==> config.mk <==
export PLATFORM = sky130hd
export DESIGN_NAME = curtain_button_calibration_control
export DESIGN_NICKNAME = d
export VERILOG_FILES = /design/src/hw/rtl/cbc_pkg.sv /design/src/hw/rtl/curtain_button_calibration_control.sv
export SDC_FILE = /design/constraint.sdc
export NUM_CORES = 1
export LEC_CHECK = 0
export BUFFER_PORTS_ARGS = -buffer_cell sky130_fd_sc_hd__buf_2
export CORE_AREA = 2 2 276 278
export DETAILED_ROUTE_END_ITERATION = 8
export DIE_AREA = 0 0 278 280
export GPL_TIMING_DRIVEN = 0
export PLACE_DENSITY_LB_ADDON = 0.1
export SYNTH_ARGS = -nofsm -noshare
export SYNTH_HDL_FRONTEND = slang
export SYNTH_SLANG_ARGS = --single-unit
==> constraint.sdc <==
create_clock -name clk -period 14 [get_ports clk]
set_input_delay 0 -clock clk [delete_from_list [all_inputs] [get_ports clk]]
set_output_delay 0 -clock clk [all_outputs]
set_load 0.01 [all_outputs]
==> src/hw/rtl/cbc_pkg.sv <==
`timescale 1ns / 1ps
package cbc_pkg;

  localparam int unsigned TIME_W = 32;
  localparam int unsigned POS_W  = 16;
  localparam int unsigned HOLD_W = 16;
  localparam int unsigned TRAV_W = 18;
  localparam int unsigned CFG_IDX_W = 3;
  localparam int unsigned CFG_DATA_W = 18;

  // reset values of the configuration registers
  localparam logic [HOLD_W-1:0] RESTART_HOLD_RST = 16'd10000;
  localparam logic [HOLD_W-1:0] MODE_HOLD_RST    = 16'd5000;
  localparam logic [HOLD_W-1:0] DBL_CLICK_RST    = 16'd400;
  localparam logic [HOLD_W-1:0] CAL_HOLD_RST     = 16'd5000;
  localparam logic [TRAV_W-1:0] TRAVEL_RST       = 18'd60000;

  localparam logic [POS_W-1:0] POS_CLOSED    = 16'd0;
  localparam logic [POS_W-1:0] POS_OPENED    = 16'd65535;
  localparam logic [POS_W-1:0] POSITION_HALF = 16'd32768;

  // quotient bits of the middle fraction
  localparam int unsigned FRAC_BITS = POS_W;

  localparam logic [CFG_IDX_W-1:0] CFG_RESTART_HOLD = 3'd0;
  localparam logic [CFG_IDX_W-1:0] CFG_MODE_HOLD    = 3'd1;
  localparam logic [CFG_IDX_W-1:0] CFG_DBL_CLICK    = 3'd2;
  localparam logic [CFG_IDX_W-1:0] CFG_CAL_HOLD     = 3'd3;
  localparam logic [CFG_IDX_W-1:0] CFG_DEF_TRAVEL   = 3'd4;

  typedef enum logic [2:0] {
    ACT_CLOSE_BTN = 3'd0,
    ACT_OPEN_BTN  = 3'd1,
    ACT_STOP_BTN  = 3'd2,
    ACT_UP_RELAY  = 3'd3,
    ACT_DOWN_RELAY = 3'd4,
    ACT_NET_FAIL  = 3'd5,
    ACT_NET_CFG   = 3'd6,
    ACT_NET_CONN  = 3'd7
  } action_t;

  typedef enum logic [2:0] {
    LED_NONE  = 3'd0,
    LED_OFF   = 3'd1,
    LED_SLOW  = 3'd2,
    LED_BLINK = 3'd3,
    LED_FAST  = 3'd4
  } led_t;

  typedef struct packed {
    logic [2:0]        action;
    logic              level;
    logic [TIME_W-1:0] since_ms;
    logic [TIME_W-1:0] now_ms;
    logic              initializing;
    logic              down_relay_on;
  } in_item_t;

  typedef struct packed {
    logic              stop_motor;
    logic              load_duration;
    logic [TIME_W-1:0] duration_ms;
    logic              mark_closed;
    logic              move_request;
    logic [POS_W-1:0]  target_position;
    logic [2:0]        led_mode;
    logic              restart_request;
    logic              mode_now;
    logic              save_calibration;
    logic [POS_W-1:0]  middle_position;
  } out_item_t;

endpackage

==> src/hw/rtl/curtain_button_calibration_control.sv <==
`timescale 1ns / 1ps
// curtain button and calibration control
//
// input channel: in_valid / in_stall / in_data, one button, relay or network
// event per transfer, stamped with the current and level-entry millisecond
// times. result channel: out_valid / out_stall / out_data, exactly one motor
// command word per accepted event, in order.
// configuration: cfg_we / cfg_index / cfg_data, to be written only while
// idle (the block does not enforce this); unknown indexes are dropped.
// result path: an ordinary event passes the hold state and the output register before out_valid.
// the end of a calibration run (down relay off while calibrating) runs a
// restoring divide on one shared 34-bit subtractor: a check step, one step
// per bit of the 16-bit quotient, then the hand-off; the check alone settles
// a zero travel or a middle at or past the end.
// the block takes no new event while one is in progress; in_stall is high
// until the result reaches out_data.
// a stalled result stays in the output register; the block still takes one
// new event and holds its result until the output register frees up.
// reset (rst_n low, synchronous) loads the register defaults, clears mode,
// calibration and click state, sets half travel and empties the output.
module curtain_button_calibration_control (
  input  logic                               clk,
  input  logic                               rst_n,
  input  logic                               in_valid,
  output logic                               in_stall,
  input  cbc_pkg::in_item_t                  in_data,
  output logic                               out_valid,
  input  logic                               out_stall,
  output cbc_pkg::out_item_t                 out_data,
  input  logic                               cfg_we,
  input  logic [cbc_pkg::CFG_IDX_W-1:0]      cfg_index,
  input  logic [cbc_pkg::CFG_DATA_W-1:0]     cfg_data
);
  import cbc_pkg::*;

  localparam int unsigned CNT_W = (FRAC_BITS > 1) ? $clog2(FRAC_BITS) : 1;
  localparam logic [CNT_W-1:0] CNT_LAST = CNT_W'(FRAC_BITS - 1);

  // sequencer: take event, optional divide check and bit steps, hand off
  typedef enum logic [3:0] {
    S_IDLE = 4'b0001,
    S_PREP = 4'b0010,
    S_DIV  = 4'b0100,
    S_HOLD = 4'b1000
  } seq_state_t;

  seq_state_t state_r, state_nxt;

  // configuration registers
  logic [HOLD_W-1:0] restart_hold_r, mode_hold_r, dbl_click_r, cal_hold_r;
  logic [TRAV_W-1:0] def_travel_r;

  // block state
  logic              cal_r, cal_nxt;
  logic [TIME_W-1:0] mark_r, mark_nxt;
  logic [TIME_W-1:0] last_rel_r, last_rel_nxt;
  logic [POS_W-1:0]  mid_frac_r, mid_frac_nxt;
  logic              op_mode_r, op_mode_nxt;

  // divide datapath
  logic [TIME_W-1:0] rem_r, rem_nxt;
  logic [TIME_W-1:0] div_r, div_nxt;
  logic [POS_W-1:0]  quo_r, quo_nxt;
  logic [CNT_W-1:0]  cnt_r, cnt_nxt;

  // result waiting for the output register, and the output register
  out_item_t res_r, res_nxt;
  out_item_t hand_off;
  out_item_t out_data_r;
  logic      out_valid_r;

  logic in_take;
  logic out_free;
  logic start_div;

  logic [TIME_W-1:0] held;
  logic [TIME_W-1:0] gap;
  logic [TIME_W-1:0] total;
  logic [TIME_W-1:0] middle;

  // shared compare / subtract unit
  logic              shift_sel;
  logic [TIME_W+1:0] cand;
  logic [TIME_W+1:0] diff;
  logic              ge;

  assign in_stall  = (state_r != S_IDLE);
  assign in_take   = in_valid && !in_stall;
  assign out_free  = !out_valid_r || !out_stall;
  assign out_valid = out_valid_r;
  assign out_data  = out_data_r;

  assign held   = in_data.now_ms - in_data.since_ms;
  assign gap    = in_data.now_ms - last_rel_r;
  assign total  = held;
  assign middle = (mark_r != '0) ? (in_data.now_ms - mark_r) : (total >> 1);

  assign shift_sel = (state_r == S_DIV);
  assign cand = shift_sel ? {1'b0, rem_r, 1'b0} : {2'b00, rem_r};
  assign diff = cand - {2'b00, div_r};
  assign ge   = !diff[TIME_W+1];

  // configuration writes
  always_ff @(posedge clk) begin
    if (!rst_n) begin
      restart_hold_r <= RESTART_HOLD_RST;
      mode_hold_r    <= MODE_HOLD_RST;
      dbl_click_r    <= DBL_CLICK_RST;
      cal_hold_r     <= CAL_HOLD_RST;
      def_travel_r   <= TRAVEL_RST;
    end else if (cfg_we) begin
      case (cfg_index)
        CFG_RESTART_HOLD: restart_hold_r <= cfg_data[HOLD_W-1:0];
        CFG_MODE_HOLD:    mode_hold_r    <= cfg_data[HOLD_W-1:0];
        CFG_DBL_CLICK:    dbl_click_r    <= cfg_data[HOLD_W-1:0];
        CFG_CAL_HOLD:     cal_hold_r     <= cfg_data[HOLD_W-1:0];
        CFG_DEF_TRAVEL:   def_travel_r   <= cfg_data[TRAV_W-1:0];
        default: ;
      endcase
    end
  end

  // event decode: all commands and state changes except the fraction
  always_comb begin
    cal_nxt      = cal_r;
    mark_nxt     = mark_r;
    last_rel_nxt = last_rel_r;
    op_mode_nxt  = op_mode_r;
    start_div    = 1'b0;
    res_nxt      = '0;

    case (action_t'(in_data.action))
      ACT_CLOSE_BTN: begin
        if (!cal_r && !in_data.initializing) begin
          res_nxt.move_request    = 1'b1;
          res_nxt.target_position = POS_CLOSED;
        end
      end
      ACT_OPEN_BTN: begin
        if (!cal_r && !in_data.initializing) begin
          res_nxt.move_request    = 1'b1;
          res_nxt.target_position = POS_OPENED;
          // long press release starts a calibration run
          if (!in_data.level && (held > {{(TIME_W-HOLD_W){1'b0}}, cal_hold_r})) begin
            mark_nxt              = '0;
            cal_nxt               = 1'b1;
            res_nxt.stop_motor    = 1'b1;
            res_nxt.load_duration = 1'b1;
            res_nxt.duration_ms   = {{(TIME_W-TRAV_W){1'b0}}, def_travel_r};
            res_nxt.mark_closed   = 1'b1;
            res_nxt.led_mode      = LED_BLINK;
          end
        end
      end
      ACT_STOP_BTN: begin
        if (!in_data.initializing) begin
          if (cal_r) begin
            // only a release while going down counts
            if (in_data.down_relay_on && !in_data.level) begin
              if (mark_r == '0) begin
                mark_nxt = in_data.now_ms;
              end else begin
                res_nxt.stop_motor = 1'b1;
              end
            end
          end else if (!in_data.level) begin
            if (held > {{(TIME_W-HOLD_W){1'b0}}, restart_hold_r}) begin
              res_nxt.restart_request = 1'b1;
            end else if (held > {{(TIME_W-HOLD_W){1'b0}}, mode_hold_r}) begin
              op_mode_nxt      = !op_mode_r;
              res_nxt.led_mode = op_mode_r ? LED_FAST : LED_SLOW;
            end else if (gap < {{(TIME_W-HOLD_W){1'b0}}, dbl_click_r}) begin
              res_nxt.move_request    = 1'b1;
              res_nxt.target_position = mid_frac_r;
            end else begin
              last_rel_nxt       = in_data.now_ms;
              res_nxt.stop_motor = 1'b1;
            end
          end else begin
            res_nxt.stop_motor = 1'b1;
          end
        end
      end
      ACT_UP_RELAY: begin
        if (!in_data.level && cal_r) begin
          res_nxt.move_request    = 1'b1;
          res_nxt.target_position = POS_CLOSED;
          res_nxt.led_mode        = LED_FAST;
        end
      end
      ACT_DOWN_RELAY: begin
        if (!in_data.level && cal_r) begin
          cal_nxt                  = 1'b0;
          start_div                = 1'b1;
          res_nxt.save_calibration = 1'b1;
          res_nxt.load_duration    = 1'b1;
          res_nxt.duration_ms      = total;
          res_nxt.mark_closed      = 1'b1;
          res_nxt.led_mode         = LED_OFF;
        end
      end
      ACT_NET_FAIL: begin
        if (!op_mode_r) begin
          op_mode_nxt      = 1'b1;
          res_nxt.led_mode = LED_SLOW;
        end
      end
      ACT_NET_CFG: begin
        if (op_mode_r) begin
          op_mode_nxt      = 1'b0;
          res_nxt.led_mode = LED_FAST;
        end
      end
      ACT_NET_CONN: begin
        res_nxt.led_mode = LED_OFF;
      end
      default: ;
    endcase

    res_nxt.mode_now        = op_mode_nxt;
    res_nxt.middle_position = mid_frac_r;
  end

  // sequencer and divide steps
  always_comb begin
    state_nxt    = state_r;
    rem_nxt      = rem_r;
    div_nxt      = div_r;
    quo_nxt      = quo_r;
    cnt_nxt      = cnt_r;
    mid_frac_nxt = mid_frac_r;

    case (state_r)
      S_IDLE: begin
        if (in_take) begin
          rem_nxt   = middle;
          div_nxt   = total;
          quo_nxt   = '0;
          cnt_nxt   = '0;
          state_nxt = start_div ? S_PREP : S_HOLD;
        end
      end
      S_PREP: begin
        // zero travel gives half, a middle at or past the end saturates
        if (div_r == '0) begin
          mid_frac_nxt = POSITION_HALF;
          state_nxt    = S_HOLD;
        end else if (ge) begin
          mid_frac_nxt = POS_OPENED;
          state_nxt    = S_HOLD;
        end else begin
          state_nxt = S_DIV;
        end
      end
      S_DIV: begin
        if (ge) begin
          rem_nxt = diff[TIME_W-1:0];
        end else begin
          rem_nxt = cand[TIME_W-1:0];
        end
        quo_nxt = {quo_r[POS_W-2:0], ge};
        cnt_nxt = cnt_r + 1'b1;
        if (cnt_r == CNT_LAST) begin
          mid_frac_nxt = {quo_r[POS_W-2:0], ge};
          state_nxt    = S_HOLD;
        end
      end
      S_HOLD: begin
        if (out_free) begin
          state_nxt = S_IDLE;
        end
      end
      default: state_nxt = S_IDLE;
    endcase
  end

  // fraction settles after the transfer, so take the live value
  always_comb begin
    hand_off                 = res_r;
    hand_off.middle_position = mid_frac_r;
  end

  always_ff @(posedge clk) begin
    if (!rst_n) begin
      state_r     <= S_IDLE;
      cal_r       <= 1'b0;
      mark_r      <= '0;
      last_rel_r  <= '0;
      mid_frac_r  <= POSITION_HALF;
      op_mode_r   <= 1'b0;
      out_valid_r <= 1'b0;
    end else begin
      state_r    <= state_nxt;
      mid_frac_r <= mid_frac_nxt;
      if (in_take) begin
        cal_r      <= cal_nxt;
        mark_r     <= mark_nxt;
        last_rel_r <= last_rel_nxt;
        op_mode_r  <= op_mode_nxt;
      end
      if (state_r == S_HOLD && out_free) begin
        out_valid_r <= 1'b1;
      end else if (!out_stall) begin
        out_valid_r <= 1'b0;
      end
    end
  end

  // payload registers
  always_ff @(posedge clk) begin
    rem_r <= rem_nxt;
    div_r <= div_nxt;
    quo_r <= quo_nxt;
    cnt_r <= cnt_nxt;
    if (in_take) begin
      res_r <= res_nxt;
    end else if (state_r == S_HOLD && !out_free) begin
      res_r <= res_r;
    end
    if (state_r == S_HOLD && out_free) begin
      out_data_r <= hand_off;
    end
  end

  // a transferred event always leaves idle
  a_take_busy: assert property (@(posedge clk) disable iff (!rst_n)
    in_take |=> (state_r != S_IDLE))
    else $error("event transfer did not start the sequencer");

  // last divide step hands the result off
  a_div_end: assert property (@(posedge clk) disable iff (!rst_n)
    (state_r == S_DIV && cnt_r == CNT_LAST) |=> (state_r == S_HOLD))
    else $error("divide did not finish after its last bit");

  // middle at or past total travel saturates the fraction
  a_sat: assert property (@(posedge clk) disable iff (!rst_n)
    (state_r == S_PREP && div_r != '0 && ge) |=> (mid_frac_r == POS_OPENED))
    else $error("middle fraction not saturated");

  // a handed-off result shows on the output next cycle
  a_handoff: assert property (@(posedge clk) disable iff (!rst_n)
    (state_r == S_HOLD && out_free) |=> (out_valid_r && state_r == S_IDLE))
    else $error("result hand-off lost");

endmodule

==> impl_metrics.py <==
metrics = {
    "setup_path": {
        "crit_path_max_fanout": 10,
        "crit_path_start_kind": "flop",
        "endpoint_kind": "flop",
        "cp_data_required_time_ps": 14450,
        "worstSetupPathType": "flop to flop",
        "arrival_ps": 7950,
    },
    "synth": {
        "synth.cell_area_um2": 23800,
        "yosysSeqAreaShare": 0.411,
        "async_flop_share": 0,
        "synth_warnings": 0,
        "yosys.area_share.simple": 0.173,
        "synthMostInstantiatedCell": "nand2_1",
        "synth-compound-area-share": 0.197,
        "synth_top_flop_cell": "edfxtp_1",
        "yosys-top-cells-count": "nand2_1, inv_1, edfxtp_1, ha_1, dfxtp_1",
        "syn_inst": 2670,
        "yosys.area.top_type": "edfxtp_1",
        "avgSynthCellArea_um2": 8.92,
        "synth_cell_types": 90,
        "synth_top_family_by_area": "compound AO/OA/AOI/OAI gates",
        "synth_fa_ha_area_frac": 0.104,
        "synth-seq-cells": 382,
        "synth_top_area_frac": 0.269,
        "synth_mux_area_frac": 0.0227,
        "post_synth_xor_area_fraction": 0.0353,
        "syn-num-nets": 2961,
        "synth_edf_count": 213,
        "ys_top_cells_by_area": "edfxtp_1, dfxtp_1, ha_1",
    },
    "clock_network": {
        "cts.repair_timing.setup_buffer_count": 0,
        "cts_hold_buf": 77,
        "clock-sinks": 382,
        "cts_resized": 0,
        "cts_buffers": 48,
        "htree_levels": 2,
        "clkTransAtPathRegs_ps": 60,
        "cts_tree": "built",
        "worstSkewPairLatency_ps": 650,
        "cts_root_buffer": "clkbuf_16",
        "clockBufferDepth": 3,
    },
    "final_layout": {
        "area_growth_syn_to_layout_pct": 20.0,
        "drive_above_1_share": 0.106,
        "nNetsFinal": 3264,
        "final_cells": 3993,
    },
    "route": {
        "drt_wl_total_um": 79400,
        "vias": 20300,
        "drc": 0,
        "vias_per_cell": 5.08,
        "ant_nets": 0,
        "firstDrtPassIters": 6,
        "dr.first_iter.drc_count": 1185,
        "wl_per_cell_um": 19.9,
    },
    "sta": {
        "setup_slack_ps": 6500,
        "worstMarginPinSlew_ps": 1400,
        "worst_hold_slack_ps": 41.2,
        "final_hold_viol_count": 0,
        "drv_slew": 0,
        "fmax_mhz": 133,
        "tns_ps": 0,
        "fin_crit_sh": 0.536,
        "slew_headroom": 0.0655,
        "rsz0062_at_grt": "no",
        "setup_violations": 0,
        "fin_crit_ps": 7500,
        "fin_skew_ps": 66.5,
    },
    "power": {
        "leakagePower_nw": 11.5,
        "ir_drop_uv": 87.8,
        "p_per_area_nw_per_um2": 123,
    },
    "placement": {
        "place_ws_ps": 6590,
        "portBuffers": 169,
        "hpwlAfterDp_um": 61700,
        "finalWeightedCongestion": 0.897,
        "placedCellCount": 3824,
    },
    "die": {
        "die_h_um": 280,
        "io_pins": 172,
        "core.rowCount": 101,
        "die_area_um2": 77800,
        "die_x_um": 278,
        "initial_utilization": 0.317,
        "core_um2": 75200,
    },
    "grt": {
        "first_global_vias": 20000,
        "grt_pass1_wl_um": 121000,
        "grt_overflow": 0,
        "grt_usage": 0.202,
        "grt_antenna_before_repair": 0,
        "grt_max_degree": 66,
    },
    "min_path": {
        "hp-class": "primary input to flop",
    },
    "job": {
        "max_cap_viol_count": 0,
    },
    "status": {
        "status": "finished, final reports clean",
    },
}
-- registers in the layout (all words and copies together), names as in the netlist --
| name | count |
|---|---|
| cal_hold_r | 16 |
| cal_r | 1 |
| cnt_r | 4 |
| dbl_click_r | 16 |
| def_travel_r | 18 |
| div_r | 32 |
| hand_off | 57 |
| last_rel_r | 32 |
| mark_r | 32 |
| mid_frac_r | 16 |
| mode_hold_r | 16 |
| op_mode_r | 1 |
| out_data | 73 |
| out_valid | 1 |
| quo_r | 15 |
| rem_r | 32 |
| restart_hold_r | 16 |
| state_r | 4 |
-- layout make-up --
class / instances / area, um^2
Sequential cell: 382 / 9780
Multi-Input combinational cell: 1950 / 12700
Inverter: 226 / 851
Clock buffer: 61 / 1320
Timing Repair Buffer: 253 / 1750
Tap cell: 978 / 1220
Clock inverter: 29 / 443
Antenna cell: 2 / 5.00
Fill cell: 7667 / 46600
Buffer: 112 / 519
-- cells in the final DEF, fill, tap and decap left out, types with 78 or more instances in the layout --
cell and n:
nand2_1 485, dfxtp_1 169, ha_1 191, dlygate4sd3_1 78
clkbuf_1 100, nor2_1 129, a21oi_1 155, edfxtp_1 213
buf_2 176, o21ai_0 143, inv_1 225
-- through the flow --
stage / instance area [um^2] / utilization / total power [mW]
finish: 28600 / 0.380 / 3.51
global route: 28600 / 0.380 / 3.69
CTS: 28600 / 0.380 / 3.54
detailed placement: 26100 / 0.347 / 2.15
global placement: 25900 / 0.344 / 2.14
floorplan: 23800 / - / 1.86
-- logic make-up after synthesis --
family | after synthesis
mux | 54
compound gates | 701
buf+inv | 338
flops | 382
fa+ha+maj | 195
xor+xnor | 96
simple gates | 904
-- where the power goes --
group | total [mW] | switching (mW) | internal (mW)
clock | 1.36 | 0.536 | 0.824
sequential | 1.30 | 0.0318 | 1.27
combinational | 0.841 | 0.536 | 0.306
total | 3.51 | 1.10 | 2.40
-- path summary, 6_finish.rpt --
path,end,cells past startpoint,start,slack [ps]
hold / removal,def_travel_r[0]$_SDFFE_PN0P_,4,cfg_we,40
hold reg to reg,out_data[44]$_DFFE_PP_,0,hand_off[44]$_DFFE_PP_,420
setup / recovery,rem_r[13]$_DFFE_PP_,19,state_r[3]$_SDFFE_PN0P_,6500
setup reg to reg,rem_r[13]$_DFFE_PP_,19,state_r[3]$_SDFFE_PN0P_,6500
-- worst max-delay path, stage by stage (launching register included) --
cell      delay [ps]
dfxtp_1          340
nor4b_2          570
buf_4            270
clkbuf_1         610
clkbuf_1         540
nand2_1          110
nand2_1           80
ha_1             270
o21a_1           180
o31a_1           160
o211ai_1         250
a21boi_1         150
a311oi_1         840
o211ai_1         290
and4_1           320
o41ai_2         1010
buf_2            470
buf_1            520
nand2_1          120
a31oi_1          190
-- metal layers --
layer | GRT usage | up-vias | wire (um)
li1 | - | 10100 | -
met1 | 0.268 | 9561 | 36300
met2 | 0.346 | 487 | 37400
met3 | 0.0206 | 113 | 3470
met4 | 0.0624 | 0 | 2320
met5 | 0 | - | 0
No activity file was read; power rests on OpenSTA's default activity.
